===== src/design/timestamp_tag_sorted_fold_list_macros.svh =====
// Assertion macros for the sorted fold list.
// Taken in by the top level only; no dependencies.
`ifndef TIMESTAMP_TAG_SORTED_FOLD_LIST_MACROS_SVH
`define TIMESTAMP_TAG_SORTED_FOLD_LIST_MACROS_SVH

// Implication checked at every clock edge outside reset
`define TSTFL_ASSERT_IMP(lbl, clk, rstn, ante, cons, msg) \
  lbl: assert property (@(posedge clk) disable iff (!rstn) (ante) |-> (cons)) \
    else $error(msg);

// Invariant that holds at every clock edge outside reset
`define TSTFL_ASSERT_TRUE(lbl, clk, rstn, expr, msg) \
  `TSTFL_ASSERT_IMP(lbl, clk, rstn, 1'b1, expr, msg)

`endif


===== src/design/tstfl_pkg.sv =====
// Shared types, widths and helpers for the sorted fold list.
// No dependencies; used by tstfl_cell, tstfl_div and the top level.
package tstfl_pkg;

  localparam int unsigned TAG_W      = 56;
  localparam int unsigned FOLD_W     = 16;
  localparam int unsigned COARSE_W   = 48;
  localparam int unsigned FINE_W     = 22;
  localparam int unsigned COARSE_LSB = 18;  // low coarse bits are cleared
  localparam int unsigned DIVISOR_W  = 20;
  localparam int unsigned LIMIT_W    = 56;
  localparam int unsigned CFG_W      = 56;
  localparam int unsigned DIVIDEND_W = 52;  // scaled time width
  localparam int unsigned POS_W      = 8;
  localparam int unsigned USED_W     = 9;
  localparam int unsigned STATUS_W   = 2;

  localparam logic [FOLD_W-1:0] FOLD_MAX = '1;

  // Configuration register indexes
  localparam logic REG_TICK_DIVISOR = 1'b0;
  localparam logic REG_START_LIMIT  = 1'b1;

  typedef enum logic [STATUS_W-1:0] {
    ST_IGNORED  = 2'd0,
    ST_INSERTED = 2'd1,
    ST_COUNTED  = 2'd2,
    ST_FULL     = 2'd3
  } status_e;

  typedef enum logic [1:0] {
    S_IDLE,
    S_DIV,
    S_CMP,
    S_UPD
  } state_e;

  // Per-cycle commands broadcast to every cell
  typedef struct packed {
    logic cmp;  // capture match and insertion point
    logic ins;  // shift right of the insertion point, write key there
    logic cnt;  // bump the fold count of the matching cell
  } cell_ctrl_t;

  // What a cell hands to its right-hand neighbor
  typedef struct packed {
    logic [TAG_W-1:0]  tag;
    logic [FOLD_W-1:0] fold;
    logic              occ;  // entry holds a tag
    logic              gt;   // empty, or tag above the key
  } cell_link_t;

  function automatic logic [FOLD_W-1:0] fold_sat_inc(input logic [FOLD_W-1:0] f);
    return (f == FOLD_MAX) ? f : f + FOLD_W'(1);
  endfunction

endpackage


===== src/design/tstfl_div.sv =====
// Restoring divider, one quotient bit per cycle, for the tag computation.
// Depends on tstfl_pkg for the operand widths.
module tstfl_div (
  input  logic                             clk_i,
  input  logic                             rst_ni,
  input  logic                             start_i,
  input  logic [tstfl_pkg::DIVIDEND_W-1:0] dividend_i,
  input  logic [tstfl_pkg::DIVISOR_W-1:0]  divisor_i,
  output logic                             done_o,
  output logic [tstfl_pkg::DIVIDEND_W-1:0] quot_o
);

  localparam int unsigned CNT_W = $clog2(tstfl_pkg::DIVIDEND_W);
  localparam int unsigned RW    = tstfl_pkg::DIVISOR_W;

  logic             busy_q;
  logic             done_q;
  logic [CNT_W-1:0] cnt_q;
  logic [RW-1:0]    rem_q;
  logic [RW-1:0]    dvs_q;
  logic [tstfl_pkg::DIVIDEND_W-1:0] quo_q;
  logic [RW:0]      rem_sh;
  logic [RW:0]      rem_sub;
  logic             fits;

  // One restoring step
  assign rem_sh  = {rem_q, quo_q[tstfl_pkg::DIVIDEND_W-1]};
  assign fits    = rem_sh >= {1'b0, dvs_q};
  assign rem_sub = rem_sh - {1'b0, dvs_q};

  // Step counter and done pulse
  always_ff @(posedge clk_i or negedge rst_ni) begin
    if (!rst_ni) begin
      busy_q <= 1'b0;
      done_q <= 1'b0;
      cnt_q  <= '0;
    end else begin
      done_q <= 1'b0;
      if (start_i) begin
        busy_q <= 1'b1;
        cnt_q  <= CNT_W'(tstfl_pkg::DIVIDEND_W - 1);
      end else if (busy_q) begin
        cnt_q <= cnt_q - CNT_W'(1);
        if (cnt_q == '0) begin
          busy_q <= 1'b0;
          done_q <= 1'b1;
        end
      end
    end
  end

  // Partial remainder and quotient shift register
  always_ff @(posedge clk_i) begin
    if (start_i) begin
      rem_q <= '0;
      quo_q <= dividend_i;
      dvs_q <= (divisor_i == '0) ? RW'(1) : divisor_i;
    end else if (busy_q) begin
      rem_q <= fits ? rem_sub[RW-1:0] : rem_sh[RW-1:0];
      quo_q <= {quo_q[tstfl_pkg::DIVIDEND_W-2:0], fits};
    end
  end

  assign done_o = done_q;
  assign quot_o = quo_q;

endmodule


===== config.mk =====
export PLATFORM = sky130hd
export DESIGN_NAME = tstfl_div
export DESIGN_NICKNAME = d
export VERILOG_FILES = /design/src/design/timestamp_tag_sorted_fold_list_macros.svh /design/src/design/tstfl_pkg.sv /design/src/design/tstfl_div.sv
export SDC_FILE = /design/constraint.sdc
export NUM_CORES = 1
export LEC_CHECK = 0
export ABC_AREA = 1
export ABC_CLOCK_PERIOD_IN_PS = 2400
export BUFFER_PORTS_ARGS = -buffer_cell sky130_fd_sc_hd__buf_2
export CAP_MARGIN = 15
export CORE_UTILIZATION = 30
export DETAILED_ROUTE_END_ITERATION = 8
export MAX_ROUTING_LAYER = met4
export PLACE_DENSITY_LB_ADDON = 0.05
export SETUP_SLACK_MARGIN = 0.15
export SLEW_MARGIN = 10
export SYNTH_ARGS = -nofsm -noshare
export SYNTH_HDL_FRONTEND = slang
export SYNTH_SLANG_ARGS = --single-unit

===== constraint.sdc =====
create_clock -name clk_i -period 2.4 [get_ports clk_i]
set_clock_uncertainty 0.05 [all_clocks]
set_input_delay 0.24 -clock clk_i [delete_from_list [all_inputs] [get_ports clk_i]]
set_output_delay 0.24 -clock clk_i [all_outputs]
set_load 0.05 [all_outputs]

### Yosys cells after proc, flatten, opt, wreduce, memory -nomap -nowiden

Index checks and enable logic that the tools add are counted.

| storage, ports and cells | value |
|---|---|
| register bits | 100 |
| output and inout bits | 53 |
| word-level logic and storage cells | 23 |

| cells by class | value |
|---|---|
| add/subtract/negate cells | 2 |
| $lt $le $gt $ge | 1 |
| muxes and demuxes | 11 |
| reductions and logical operators | 3 |

Operator list:

| kind | number |
|---|---|
| 52-bit 2-to-1 mux | 2 |
| 21-bit by 20-bit >= comparator with 1-bit output | 1 |
| 20-bit logical NOT | 1 |
| 20-bit 2-to-1 mux | 1 |
| 20-bit subtractor | 1 |
| 6-bit 2-to-1 mux | 2 |
| 6-bit logical NOT | 1 |
| 1-bit 2-to-1 mux | 6 |
| 6-bit by 1-bit subtractor with 6-bit output, second input constant | 1 |
| 2-bit nonzero test | 1 |

### Depth between registers and ports, before layout

| depth | value |
|---|---|
| depth after elaboration | 4 |
| depth in mapped cells | 15 |

### Worst setup path after synthesis

OpenSTA, ideal clock, no wires.

| timing | value |
|---|---|
| path type | input to register |
| start | in start_i |
| end | reg quo_q (netlist bit quot_o[0]) (enable) |
| library setup time | 0.699 ns |
| data arrival time | 1.739 ns |
| data required time | 1.651 ns |
| path slack | -0.087 ns |
| stages on the path | 3 |
| cell sequence | clkbuf_1 -> nor2_1 -> clkinv_1 |

| between the ends | value |
|---|---|
| longest elaborated chain between the ends | 1 |

Ends and longest elaborated chain:

| element | RTL line | text |
|---|---|---|
| start, declared | tstfl_div.sv:6 | `input logic start_i,` |
| 2-bit nonzero test (no line) | - |  |
| end signal, assigned | tstfl_div.sv:56 | `quo_q <= dividend_i;` |
| end signal, assigned | tstfl_div.sv:60 | `quo_q <= {quo_q[tstfl_pkg::DIVIDEND_W-2:0], fits};` |
| end, declared | tstfl_div.sv:21 | `logic [tstfl_pkg::DIVIDEND_W-1:0] quo_q;` |

Every way passes these cells.
A chain may end at the register's enable or synchronous reset.

### Worst setup path in the final report

| timing | value |
|---|---|
| start | reg dvs_q[8] |
| end | reg rem_q[2] |

| between the ends | value |
|---|---|
| longest elaborated chain between the ends | 2 |

Ends and longest elaborated chain:

| element | RTL line | text |
|---|---|---|
| start, declared | tstfl_div.sv:20 | `logic [RW-1:0] dvs_q;` |
| start signal, assigned | tstfl_div.sv:57 | `dvs_q <= (divisor_i == '0) ? RW'(1) : divisor_i;` |
| 21-bit by 20-bit >= comparator with 1-bit output | tstfl_div.sv:28 | `assign fits = rem_sh >= {1'b0, dvs_q};` |
| 20-bit 2-to-1 mux | tstfl_div.sv:59 | `rem_q <= fits ? rem_sub[RW-1:0] : rem_sh[RW-1:0];` |
| end signal, assigned | tstfl_div.sv:59 |  |
| end, declared | tstfl_div.sv:19 | `logic [RW-1:0] rem_q;` |

Every way passes these cells.

==> results.sh <==
export IMPL_grt_pass1_wl_um=24400
export IMPL_cp_required_ns=2.58
export IMPL_synth_top_cell_by_area="edfxtp_1"
export IMPL_power_density_nw_per_um2=922
export IMPL_core_area_um2=18300
export IMPL_worstMarginPinSlew_ns=0.670
export IMPL_start_kind="register"
export IMPL_timing_final_crit_share_pct=86.7
export IMPL_yosysSeqAreaShare_pct=48.6
export IMPL_grt_pass1_vias=4822
export IMPL_ys_seq_elements=100
export IMPL_clkTransAtPathRegs_ns=0.08
export IMPL_slew_headroom_pct=54.9
export IMPL_worstSkewPairLatency_ns=0.36
export IMPL_setup_violations=0
export IMPL_drv_cap=0
export IMPL_final_common_cell="nand2_1"
export IMPL_synth_area_top_cells="edfxtp_1, nand2_1, dfxtp_1"
export IMPL_finalWorstPathRequiredPeriod_ns=2.08
export IMPL_critPathKind="register to register"
export IMPL_ant_nets=0
export IMPL_syn_area_um2=5680
export IMPL_syn_inst=724
export IMPL_p_leak_nw=3.58
export IMPL_cts_buffer_depth=2
export IMPL_finalPower_mw=6.44
export IMPL_slowest_delay_ns=0.38
export IMPL_crit_family="simple AND/OR/NAND/NOR gates"
export IMPL_finalHoldViolCount=0
export IMPL_area_growth_pct=22.9
export IMPL_cp_arrival_ns=2.26
export IMPL_synth_nets=822
export IMPL_rows=49
export IMPL_yosysTopAreaCellShare_pct=38.0
export IMPL_cts_root_buffer_cell="clkbuf_16"
export IMPL_crit_chain="inv_1 > ha_2 > nand2_2 > nor2_2 > nand2_1 > nor2_1 > nand2_1 > nand2_2 > nor2_4 > buf_4 > nand2_4 > nand2_1 > nand3_1 > o21ai_1"
export IMPL_wire_per_inst_um=14.0
export IMPL_cp_slowest_cell="ha_2"
export IMPL_io_buffers=127
export IMPL_layout_common_cells="nand2_1, buf_2, inv_1"
export IMPL_cts_sinks=100
export IMPL_final_max_slew_violation_count=0
export IMPL_irDropWorstVdd_v=0.000402
export IMPL_clock_fmax_mhz=481
export IMPL_avgSynthCellArea_um2=7.85
export IMPL_fin_tns_setup_ns=0
export IMPL_rsz0062_at_grt="yes"
export IMPL_cts_tree="yes"
export IMPL_grt_max_degree=43
export IMPL_post_route_drc_count=0
export IMPL_dr_total_vias=4846
export IMPL_end_kind="register"
export IMPL_antenna_found_initial=1
export IMPL_dieHeight_um=140
export IMPL_via_per_inst=4.49
export IMPL_die_area_um2=19500
export IMPL_fp_dieW_um=140
export IMPL_htree_levels=3
export IMPL_drt_iter0_drc=241
export IMPL_num_io_pins=128
export IMPL_drive_gt1_share_pct=23.0
export IMPL_grt_overflow_total=0
export IMPL_synth_cell_type_count=39
export IMPL_hold_class="input pin to register"
export IMPL_grt_use_total_pct=16.5
export IMPL_final_nets=942
export IMPL_critPathBufInv=2
export IMPL_first_pass_iters=4
export IMPL_crit_fanout=10
export IMPL_status="finished clean"
export IMPL_worst_path_most_repeated_cell="nand2_1"
export IMPL_synth_warnings=0
export IMPL_drt_wl_total_um=15100
export IMPL_start_util_pct=31.1
export IMPL_gp_routability_congestion=0.896
export IMPL_dp_hpwl_um=11200
export IMPL_cts_inserted_buffers=9
==> power by group <==
group | internal (mW) | switching [mW] | leakage, nW
clock | 0.834 | 0.718 | 0.152
combinational | 0.919 | 1.72 | 2.41
sequential | 2.11 | 0.140 | 1.02
==> what timing repair did <==
item / CTS / global route
resized for setup: 0 / 15
gates cloned: 0 / 1
setup buffers: 1 / 6
hold endpoints to repair: 8 / 0
hold buffers: 1 / 0
pin swaps: 1 / 3
setup endpoints to repair: 3 / 20
==> worst paths after layout <==
check	startpoint	to	slack [ns]	depth (start not counted)
max	dvs_q[8]	rem_q[2]	0.32	14
min	divisor_i[12]	dvs_q[12]	0.02	1
max reg2reg	dvs_q[8]	rem_q[2]	0.32	14
min reg2reg	rem_q[18]	rem_q[18]	0.42	2
max in group asynchronous	rst_ni	cnt_q[1]	1.92	2
min in group asynchronous	rst_ni	cnt_q[5]	0.21	2
==> cell usage after synthesis (all sizes together) <==
cell	number
nand4	2
nand3b	9
clkbuf	31
o21a	1
dfxtp	20
nand2	302
or4	1
a22oi	1
buf	9
or3b	1
nor3	7
inv	96
dfrtp	8
fa	1
clkinv	1
nor4	4
xnor2	6
edfxtp	72
o21bai	1
nand3	59
ha	22
o21ai	17
xor2	3
a31oi	1
nor2	31
a21oi	18
==> final cells by class <==
class / count / area (um^2)
clock inverters: 6 / 83.8
clock buffers: 10 / 229
flip-flops and latches: 100 / 2760
inverters: 97 / 365
repair buffers: 148 / 816
multi-input cells: 488 / 2440
well taps: 229 / 287
diodes: 1 / 2.50
fillers: 1948 / 11300
==> per-layer routing <==
metal  part of all wire [%]  GRT usage, %  up-vias
li1                       -             -     2520
met1                     46          19.5     2212
met2                     48          27.5      103
met3                    5.1          4.99       11
met4                   0.98          3.64        0
met5                      0             -        -
==> stage by stage <==
| stage | setup slack [ns] | hold WS (ns) | utilization (%) | area [um^2] | cells |
|---|---|---|---|---|---|
| 6_report | 0.319 | 0.0184 | 38.2 | 6980 | 1079 |
| 5_1_grt | 0.139 | 0.00320 | 38.2 | 6980 | 1079 |
| 4_1_cts | 0.177 | 0.00229 | 37.5 | 6850 | 1071 |
| 3_5_place_dp | 0.143 | 0.0438 | 35.7 | 6520 | 1053 |
| 3_3_place_gp | 0.124 | 0.0447 | 35.7 | 6520 | 1053 |
| 2_1_floorplan | 0.156 | -0.106 | - | 5690 | 724 |
==> flip-flops by register name, summed over array words and instances (netlist names) <==
signal and flops:
quot_o 52, dvs_q 20, rem_q 20, cnt_q 6
busy_q 1, done_o 1
==> kinds of logic (layout without fill, tap and decap cells) <==
logic type / Yosys count / after routing / share of synthesized area [%]
xor+xnor: 9 / 9 / 1.39
fa+ha+maj: 23 / 23 / 5.19
other cells: 0 / 1 / 0
simple gates: 416 / 417 / 31.3
compound gates: 39 / 39 / 3.65
flops: 100 / 100 / 48.6
buf+inv: 137 / 261 / 9.91
==> worst reg2reg max path, delay by kind of cell (launching register included) <==
kind,cells,cell delay (ns)
buffers and inverters,2,0.18
AND/OR/NAND/NOR,10,0.97
AO/OA/AOI/OAI,1,0.06
flip-flops,1,0.32
adder cells (fa/ha/maj),1,0.38
(Power assumes the default switching activity.)
