File: config.mk
export PLATFORM = sky130hd
export DESIGN_NAME = tstfl_cell
export DESIGN_NICKNAME = d
export VERILOG_FILES = /design/src/design/timestamp_tag_sorted_fold_list_macros.svh /design/src/design/tstfl_pkg.sv /design/src/design/tstfl_cell.sv
export SDC_FILE = /design/constraint.sdc
export NUM_CORES = 1
export LEC_CHECK = 0
export BUFFER_PORTS_ARGS = -buffer_cell sky130_fd_sc_hd__buf_2
export CAP_MARGIN = 20
export CORE_MARGIN = 8
export CORE_UTILIZATION = 40
export DETAILED_ROUTE_END_ITERATION = 6
export PLACE_DENSITY = 0.69
export SLEW_MARGIN = 20
export SYNTH_ARGS = -nofsm -noshare
export SYNTH_HDL_FRONTEND = slang
export SYNTH_SLANG_ARGS = --single-unit
File: constraint.sdc
create_clock -name clk_i -period 3.25 [get_ports clk_i]
set_input_delay 0.4875 -clock clk_i [delete_from_list [all_inputs] [get_ports clk_i]]
set_output_delay 0.4875 -clock clk_i [all_outputs]
set_load 0.05 [all_outputs]
File: src/design/timestamp_tag_sorted_fold_list_macros.svh
// Assertion macros for the sorted fold list.
// Taken in by the top level only; no dependencies.
`ifndef TIMESTAMP_TAG_SORTED_FOLD_LIST_MACROS_SVH
`define TIMESTAMP_TAG_SORTED_FOLD_LIST_MACROS_SVH

// Implication checked at every clock edge outside reset
`define TSTFL_ASSERT_IMP(lbl, clk, rstn, ante, cons, msg) \
  lbl: assert property (@(posedge clk) disable iff (!rstn) (ante) |-> (cons)) \
    else $error(msg);

// Invariant that holds at every clock edge outside reset
`define TSTFL_ASSERT_TRUE(lbl, clk, rstn, expr, msg) \
  `TSTFL_ASSERT_IMP(lbl, clk, rstn, 1'b1, expr, msg)

`endif

File: src/design/tstfl_pkg.sv
// Shared types, widths and helpers for the sorted fold list.
// No dependencies; used by tstfl_cell, tstfl_div and the top level.
package tstfl_pkg;

  localparam int unsigned TAG_W      = 56;
  localparam int unsigned FOLD_W     = 16;
  localparam int unsigned COARSE_W   = 48;
  localparam int unsigned FINE_W     = 22;
  localparam int unsigned COARSE_LSB = 18;  // low coarse bits are cleared
  localparam int unsigned DIVISOR_W  = 20;
  localparam int unsigned LIMIT_W    = 56;
  localparam int unsigned CFG_W      = 56;
  localparam int unsigned DIVIDEND_W = 52;  // scaled time width
  localparam int unsigned POS_W      = 8;
  localparam int unsigned USED_W     = 9;
  localparam int unsigned STATUS_W   = 2;

  localparam logic [FOLD_W-1:0] FOLD_MAX = '1;

  // Configuration register indexes
  localparam logic REG_TICK_DIVISOR = 1'b0;
  localparam logic REG_START_LIMIT  = 1'b1;

  typedef enum logic [STATUS_W-1:0] {
    ST_IGNORED  = 2'd0,
    ST_INSERTED = 2'd1,
    ST_COUNTED  = 2'd2,
    ST_FULL     = 2'd3
  } status_e;

  typedef enum logic [1:0] {
    S_IDLE,
    S_DIV,
    S_CMP,
    S_UPD
  } state_e;

  // Per-cycle commands broadcast to every cell
  typedef struct packed {
    logic cmp;  // capture match and insertion point
    logic ins;  // shift right of the insertion point, write key there
    logic cnt;  // bump the fold count of the matching cell
  } cell_ctrl_t;

  // What a cell hands to its right-hand neighbor
  typedef struct packed {
    logic [TAG_W-1:0]  tag;
    logic [FOLD_W-1:0] fold;
    logic              occ;  // entry holds a tag
    logic              gt;   // empty, or tag above the key
  } cell_link_t;

  function automatic logic [FOLD_W-1:0] fold_sat_inc(input logic [FOLD_W-1:0] f);
    return (f == FOLD_MAX) ? f : f + FOLD_W'(1);
  endfunction

endpackage

File: src/design/tstfl_cell.sv
// One entry of the sorted tag list: tag, fold count and occupancy.
// Depends on tstfl_pkg; chained by the top level, left neighbor to right.
module tstfl_cell (
  input  logic                        clk_i,
  input  logic                        rst_ni,
  input  tstfl_pkg::cell_ctrl_t       ctrl_i,
  input  logic [tstfl_pkg::TAG_W-1:0] key_i,
  input  tstfl_pkg::cell_link_t       left_i,
  output tstfl_pkg::cell_link_t       link_o,
  output logic                        hit_o,
  output logic                        ins_o
);

  logic [tstfl_pkg::TAG_W-1:0]  tag_q;
  logic [tstfl_pkg::FOLD_W-1:0] fold_q;
  logic                         occ_q;
  logic                         hit_q;
  logic                         ins_q;
  logic                         gt;
  logic                         hit;

  // Compare against the broadcast key
  assign gt  = !occ_q || (tag_q > key_i);
  assign hit = occ_q && (tag_q == key_i);

  // Occupancy and captured compare results
  always_ff @(posedge clk_i or negedge rst_ni) begin
    if (!rst_ni) begin
      occ_q <= 1'b0;
      hit_q <= 1'b0;
      ins_q <= 1'b0;
    end else begin
      if (ctrl_i.cmp) begin
        hit_q <= hit;
        ins_q <= gt && !left_i.gt;
      end
      if (ctrl_i.ins && gt) begin
        occ_q <= left_i.occ;
      end
    end
  end

  // Entry payload: take the key, take the left entry, or count
  always_ff @(posedge clk_i) begin
    if (ctrl_i.ins && gt) begin
      if (ins_q) begin
        tag_q  <= key_i;
        fold_q <= tstfl_pkg::FOLD_W'(1);
      end else begin
        tag_q  <= left_i.tag;
        fold_q <= left_i.fold;
      end
    end else if (ctrl_i.cnt && hit_q) begin
      fold_q <= tstfl_pkg::fold_sat_inc(fold_q);
    end
  end

  assign link_o = '{tag: tag_q, fold: fold_q, occ: occ_q, gt: gt};
  assign hit_o  = hit_q;
  assign ins_o  = ins_q;

endmodule

# Yosys cells after proc, flatten, opt, wreduce, memory -nomap -nowiden
# Index checks and enable logic that the tools add are counted.
[op_classes]
n_addsub = 1
mul = 0
div = 0
magnitude_cmp = 1
eq_ne = 3
shift = 0
n_mux = 5
bitwise = 0
n_reduce_logical = 9
[ops]
columns = ["cell", "n"]
rows = [
  ["$mux 16", 4],
  ["$eq 56x56->1", 1],
  ["$gt 56x56->1", 1],
  ["$mux 56", 1],
  ["$add 16x1->16 const B", 1],
  ["$eq 16x16->1 const B", 1],
  ["$logic_and 1x1->1", 4],
  ["$logic_not 1->1", 2],
  ["$ne 2x2->1 const B", 1],
  ["$reduce_and 2->1", 1],
  ["$reduce_bool 2->1", 1],
  ["$logic_or 1x1->1", 1],
]
[totals]
ff_bits = 75
latchBits = 0
mem_bits_rw = 0
mem_bits_ro = 0
input_bits = 135
out_inout_bits = 76
wordCells = 24
memories = 0

# Logic depth before layout (Yosys ltp)
# Gate-level depths: netlist (run 1).
[depth]
word_depth = 5
ltp_mapped = 11
ltp_nobuf = 9

# Worst setup path before layout (run 1)
# Ideal clock, no wire load.
[synth_path]
path_kind = "flip-flop to flip-flop"
from = "register tag_q[35] in the netlist's numbering"
to = "register fold_q[0] in the netlist's numbering, enable pin"
setup_ns = 0.375
arrival_time_ns = 2.595
t_required_ns = 2.875
slack_ns = 0.280
stages_incl_launch_ff = 10
n_path_buf = 1
period_less_slack_ns = 2.970
path_cell_list = "edfxtp_1 > ha_1 > nand4_2 > nor4_1 > and3_2 > o311a_1 > a211oi_2 > a31oi_1 > buf_6 > nand2b_1"
[synth_between]
elab_chain_len = 5
elab_cells_between_ends = 6
classes_between = "order compare (1); eq/ne (1); reduce/logical (4)"
[synth_rtl]
columns = ["element", "line_no", "source"]
rows = [
  ["start, declared", "tstfl_cell.sv:14", "logic [tstfl_pkg::TAG_W-1:0] tag_q;"],
  ["start signal, assigned", "tstfl_cell.sv:47", "tag_q <= key_i;"],
  ["start signal, assigned", "tstfl_cell.sv:50", "tag_q <= left_i.tag;"],
  ["$gt 56x56->1 *", "tstfl_cell.sv:23", "assign gt = !occ_q || (tag_q > key_i);"],
  ["$logic_or 1x1->1 *", "tstfl_cell.sv:23", ""],
  ["$logic_and 1x1->1 *", "tstfl_cell.sv:45", "if (ctrl_i.ins && gt) begin"],
  ["$ne 2x2->1 (no source line) / $reduce_bool 2->1 (equally long branches)", "-", ""],
  ["$reduce_and 2->1 (no source line) *", "-", ""],
  ["end signal, assigned", "tstfl_cell.sv:48", "fold_q <= tstfl_pkg::FOLD_W'(1);"],
  ["end signal, assigned", "tstfl_cell.sv:51", "fold_q <= left_i.fold;"],
  ["end signal, assigned", "tstfl_cell.sv:54", "fold_q <= tstfl_pkg::fold_sat_inc(fold_q);"],
  ["end, declared", "tstfl_cell.sv:15", "logic [tstfl_pkg::FOLD_W-1:0] fold_q;"],
]
# Mark *: on every way between the ends. The rest lies on a longest branch, timed or not.
# A chain may end at the register's enable or synchronous reset.

==> impl_metrics.csv, run 1 <==
group,metric,value,unit
outcome,status,"completed",
routing,wl_per_cell,16.9,um
power,total_power,3540,uW
place,hpwlAfterDp,11.5,mm
place,io_buffers,210,
routing,num_vias,4073,
layout,nFillCells,1088,
floorplanning,die-width,128,um
sta,finClkSkew,9.89,ps
clock_network,cts_buffer_depth,2,
global_routing,grt_max_degree,34,
sta,drv_slew,0,
sta,tns,0,ps
sta,post-route-min-period,3120,ps
synth,syn-cell-area,4990,sq um
sta,fin_crit_sh,96.1,%
layout,fin_cells,821,
sta,worst_slack,126,ps
synth,synth_ff_type,"edfxtp_1",
synth,ys_async_sr_fraction,4.00,%
critical_path,crit_fanout,5,
routing,drcViolationCount,0,
critical_path,cp_cell_sequence,"ha_4, nand4_1, nor4_4, and3_4, o311a_1, a211oi_2, a21o_1, nand2_2, buf_6",
routing,drt_pass1_iterations,4,
synth,synth_nets,620,
global_routing,grt_pass1_wl,21.6,mm
synth,yosys_warnings,0,
clock_network,clk_transition_reported_paths,60,ps
routing,drtIter0Drc,153,
clock_network,cts.sinks,75,
floorplanning,core-area,12100,sq um
critical_path,cp-end-kind,"output pin",
power,peakVddDrop,0.000222,V
place,dpl_worst_slack,76.4,ps
layout,n_antenna_cell,0,
critical_path,worst_path_max_delay_cell,"edfxtp_1",
synth,synth_area_per_cell,11.7,sq um
power,powerDensity,534,nW/um^2
floorplanning,start_util,41.2,%
synth,synth_seq_area_share,44.8,%
critical_path,cp_slowest_stage_delay,440,ps
floorplanning,dieArea,16300,sq um
synth,ys_ff_latch,75,
critical_path,arrival,2640,ps
global_routing,grt.total_usage,16.7,%
sta,fmax,0.320,GHz
floorplanning,die_y,128,um
layout,layout_common_cells,"209 x buf_2, 72 x edfxtp_1, 57 x inv_1, 57 x mux2_2, 55 x ha_1",
sta,setup_viol,0,
routing,ant_nets,0,
floorplanning,core.rowCount,40,
clock_network,cts_tree,"built",
global_routing,antenna_found_initial,0,
critical_path,required,2760,ps
sta,hold_viol,0,
place,place.gp.congestion,0.865,
sta,tightest_slew,739,ps
layout,num-nets-final,841,
synth,synth_edf_count,72,
sta,rsz0062_at_grt,"no",
critical_path,path_class,"reg2out",
routing,drt-total-wl,13.9,mm
layout,mostFrequentLayoutCell,"buf_2",
critical_path,cp-start-kind,"flop",
clock_network,clk_latency,330,ps
layout,multi_input_area,2530,sq um
clock_network,numCtsBuffers,9,
layout,area_growth,32.9,%
hold_path,hold_path.class,"in2reg",
routing,avgViaCountPerCell,4.96,
power,leakage,0.00306,uW
run,maxCapViolCount,0,
floorplanning,pin_count,211,
clock_network,cts_max_level,3,
global_routing,grt_pass1_vias,4426,
synth,syn_inst,428,
synth,yosysUniqueCellTypes,43,
sta,max_slew_margin,50.7,%
layout,regArea,2240,sq um
layout,drive_above_1_share,47.0,%
global_routing,gr-total-overflow,0,
clock_network,clockRootBuffer,"clkbuf_16",
place,placed_cells,804,
[area by class of cell]
class                           count  area share (%)
Clock buffer                        9            3.40
Sequential cell                    75            33.8
Inverter                           57            3.23
Clock inverter                      6           0.510
Multi-Input combinational cell    284            38.2
Tap cell                          168            3.17
Timing Repair Buffer              222            17.7
[through the flow]
step	hold slack, ps	cell area [sq um]	util [%]
floorplan	192	4990	-
global placement	292	6290	51.9
detailed placement	291	6290	51.9
CTS	416	6570	54.2
global route	442	6630	54.7
finish	432	6630	54.7
[what timing repair did]
action	in CTS	in global routing
hold buffers	1	0
buffers inserted	0	1
setup endpoints to repair	1	1
hold endpoints to repair	3	0
resized for setup	2	9
pin swaps	0	4
[final timing paths]
| kind | start | cells past startpoint | slack, ps | end |
|---|---|---|---|---|
| max | tag_q[39]$_DFFE_PN_ | 9 | 130 | link_o[0] |
| min | ctrl_i[2] | 2 | 430 | hit_o$_DFFE_PN0P_ |
| max reg2reg | tag_q[39]$_DFFE_PN_ | 10 | 340 | fold_q[15]$_DFFE_PP_ |
| min reg2reg | hit_o$_DFFE_PN0P_ | 2 | 610 | hit_o$_DFFE_PN0P_ |
| max in group asynchronous | rst_ni | 2 | 2610 | ins_o$_DFFE_PN0P_ |
| min in group asynchronous | rst_ni | 2 | 520 | occ_q$_DFFE_PN0N_ |
[Yosys cell counts, types with 8 or more instances]
library cell / instances / area share, %
xor2_1: 10 / 1.8
inv_1: 57 / 4.3
edfxtp_1: 72 / 43
o21ai_0: 9 / 0.90
nand3_1: 13 / 1.3
a21oi_1: 24 / 2.4
nand4_1: 17 / 2.1
ha_1: 57 / 14
nor2_1: 8 / 0.60
mux2i_1: 15 / 3.0
nand2b_1: 16 / 2.0
nand2_1: 17 / 1.3
mux2_2: 57 / 13
[report_power, final]
group	internal (uW)	switching (uW)	total (uW)
registers	1250	124	1370
logic	464	820	1280
clock network	505	380	885
[registers in the layout (all words and copies together) (netlist names)]
name and count:
tag_q 56, fold_q 16, hit_o 1, ins_o 1
occ_q 1
[cells by family (layout without fill, tap and decap cells)]
logic type	Yosys count	in the layout	share of synthesized area (%)
mux	73	73	16.2
buf+inv	69	294	5.82
xor+xnor	14	14	2.46
flops	75	75	44.8
simple gates	91	91	10.4
fa+ha+maj	57	57	14.3
compound gates	49	49	5.99
[per-layer routing]
| metal | up-vias | global-route usage, % | part of all wire [%] |
|---|---|---|---|
| li1 | 2013 | - | - |
| met1 | 1892 | 19.9 | 43 |
| met2 | 162 | 27.7 | 47 |
| met3 | 6 | 6.03 | 9.1 |
| met4 | 0 | 4.48 | 0.58 |
| met5 | - | 0 | 0 |
[worst max-delay path, delay by kind of cell, from the launching register on]
kind,cells,cell delay [ps]
adder cells (fa/ha/maj),1,300
buffers and inverters,1,160
flip-flops,1,440
AND/OR/NAND/NOR,4,930
AO/OA/AOI/OAI,3,470
No activity file was read; power rests on OpenSTA's default activity.
==> inputs of run 2 (changes only) <==
--- a/config.mk
+++ b/config.mk
@@ -7,7 +7,7 @@
 export LEC_CHECK = 0
 export BUFFER_PORTS_ARGS = -buffer_cell sky130_fd_sc_hd__buf_2
 export CAP_MARGIN = 20
-export CORE_MARGIN = 8
+export CORE_MARGIN = 4
 export CORE_UTILIZATION = 40
 export DETAILED_ROUTE_END_ITERATION = 6
 export PLACE_DENSITY = 0.69
==> run 2 against run 1 <==
Compared with the run above: final cell count is the same; clock power grew 27%; clock skew is essentially flat.
==> impl_metrics.csv, run 2 (same netlist as run 1, synthesis figures left out) <==
group,metric,value,unit
routing,drtIter0Drc,142,
power,powerDensity,566,nW/um^2
layout,n_antenna_cell,0,
sta,setup_viol,0,
sta,hold_viol,0,
critical_path,endpoint,"link_o[0]",
layout,mostFrequentLayoutCell,"buf_2",
power,peakVddDrop,0.000250,V
clock_network,clockRootBuffer,"clkbuf_16",
layout,num-nets-final,840,
power,p_int,2450,uW
routing,avgViaCountPerCell,4.98,
power,pwr-share-clk,29.8,%
outcome,status,"completed",
layout,largest_register,"tag_q",
global_routing,grt.total_usage,18.1,%
critical_path,reg2reg_depth,9,
global_routing,grt_pass1_vias,4249,
sta,max_slew_margin,58.2,%
clock_network,clk_transition_reported_paths,60,ps
sta,tightest_slew,626,ps
layout,largestRegisters,"tag_q x56, fold_q x16",
critical_path,regToRegEndpoint,"fold_q[7]$_DFFE_PP_",
clock_network,cts_tree,"built",
global_routing,grt_max_degree,37,
layout,fin_area,6680,sq um
power,p_comb_share,34.2,%
place,place.gp.congestion,0.897,
hold_path,hold_path.class,"in2reg",
hold_path,hold_depth,2,
floorplanning,core.rowCount,40,
critical_path,crit_fanout,3,
floorplanning,die_y,120,um
critical_path,arrival,2660,ps
sta,rsz0062_at_grt,"no",
place,placed_cells,803,
critical_path,ff2ff_setup_slack,390,ps
clock_network,cts.sinks,75,
place,post_dp_cell_area,6280,sq um
routing,drt_pass1_iterations,5,
layout,largest_register_ffs,56,
routing,wl_per_cell,16.0,um
sta,fin_crit_sh,96.8,%
run,maxCapViolCount,0,
sta,tns,0,ps
floorplanning,dieArea,14300,sq um
power,swShare,35.1,%
place,hpwlAfterDp,10.8,mm
critical_path,path_class,"reg2out",
layout,drive_above_1_share,46.1,%
clock_network,clk_latency,330,ps
global_routing,antenna_found_initial,0,
clock_network,numCtsBuffers,9,
sta,post-route-min-period,3150,ps
critical_path,cp-end-kind,"output pin",
layout,nFillCells,1114,
place,io_buffers,210,
critical_path,required,2760,ps
global_routing,gr-total-overflow,0,
sta,drv_slew,0,
clock_network,cts_buffer_depth,2,
routing,drt-total-wl,13.1,mm
power,p_sw,1330,uW
sta,fmax,0.318,GHz
power,power.share.sequential,36.1,%
floorplanning,pin_count,211,
layout,layout_common_cells,"209 x buf_2, 72 x edfxtp_1, 57 x inv_1, 57 x mux2_2, 57 x ha_1",
sta,finClkSkew,10.1,ps
routing,ant_nets,0,
global_routing,grt_pass1_wl,20.8,mm
floorplanning,die-width,120,um
critical_path,cp-start-kind,"flop",
floorplanning,start_util,41.2,%
routing,drcViolationCount,0,
routing,num_vias,4088,
layout,area_growth,33.8,%
critical_path,startpoint,"tag_q[26]$_DFFE_PN_",
floorplanning,core-area,12100,sq um
power,leakage,0.00310,uW
clock_network,cts_max_level,3,
layout,fin_cells,821,
critical_path,r2r-start,"tag_q[26]$_DFFE_PN_",
run 2: cell types whose count changed in the layout (fill, tap and decap cells not counted), moves of 2 or more:
cell	delta
ha_4	-2
clkinvlp_4	-2
ha_1	+2
clkinv_1	+2
bufinv_16	+3
clkinv_2	-2
run 2: repair_timing:
item,CTS,global route
endpoints found under the setup margin,1,1
buffers inserted,0,1
resized for setup,2,6
hold buffers,1,0
hold endpoints to repair,3,0
pin swaps,0,7
run 2: worst min path at each step:
stage	from	end	slack (ps)
2_1_floorplan	rst_ni	hit_o$_DFFE_PN0P_	190
3_3_place_gp	rst_ni	hit_o$_DFFE_PN0P_	290
3_5_place_dp	rst_ni	hit_o$_DFFE_PN0P_	290
4_1_cts	ctrl_i[2]	ins_o$_DFFE_PN0P_	430
5_1_grt	ctrl_i[2]	ins_o$_DFFE_PN0P_	440
6_report	ctrl_i[2]	ins_o$_DFFE_PN0P_	440
run 2: worst max-delay path: stages (launching register included):
cell      delay [ps]
edfxtp_1         400
ha_1             310
nand4_1          200
nor4_4           360
and3_4           260
o311a_1          190
a211oi_2          60
a21o_1           200
nand2_1          100
clkbuf_4         240
run 2: layout make-up:
cell class | count | area, sq um | share of cell area, %
repair buffers | 221 | 1160 | 17.4
flip-flops and latches | 75 | 2240 | 33.5
inverters | 57 | 214 | 3.20
clock buffers | 9 | 225 | 3.37
multi-input cells | 284 | 2520 | 37.7
well taps | 168 | 210 | 3.15
clock inverters | 7 | 106 | 1.59
run 2: power groups by stage:
| stage | Combinational, uW | Sequential [uW] | Clock [uW] |
|---|---|---|---|
| after floorplan | 542 | 1750 | 0 |
| after global placement | 1260 | 1380 | 0 |
| after detailed placement | 1290 | 1380 | 0 |
| after CTS | 1300 | 1360 | 1150 |
| after global routing | 1390 | 1380 | 1190 |
| final | 1290 | 1360 | 1120 |
run 2: stage by stage:
| stage | util [%] | power (uW) | hold slack (ps) | setup slack (ps) |
|---|---|---|---|---|
| floorplan | - | 2290 | 192 | 280 |
| global placement | 51.9 | 2630 | 288 | 77.4 |
| detailed placement | 51.9 | 2670 | 288 | 35.8 |
| CTS | 54.8 | 3810 | 425 | 1.84 |
| global route | 55.1 | 3960 | 437 | 1.14 |
| finish | 55.1 | 3780 | 439 | 102 |
run 2: routing by layer:
layer  track usage (%)  up-vias  routed length, um
met5                 0        -                  0
met4              5.94        0                185
met3              3.72       16                970
met2              29.5      167               6130
met1              24.1     1895               5850
li1                  -     2010                  -
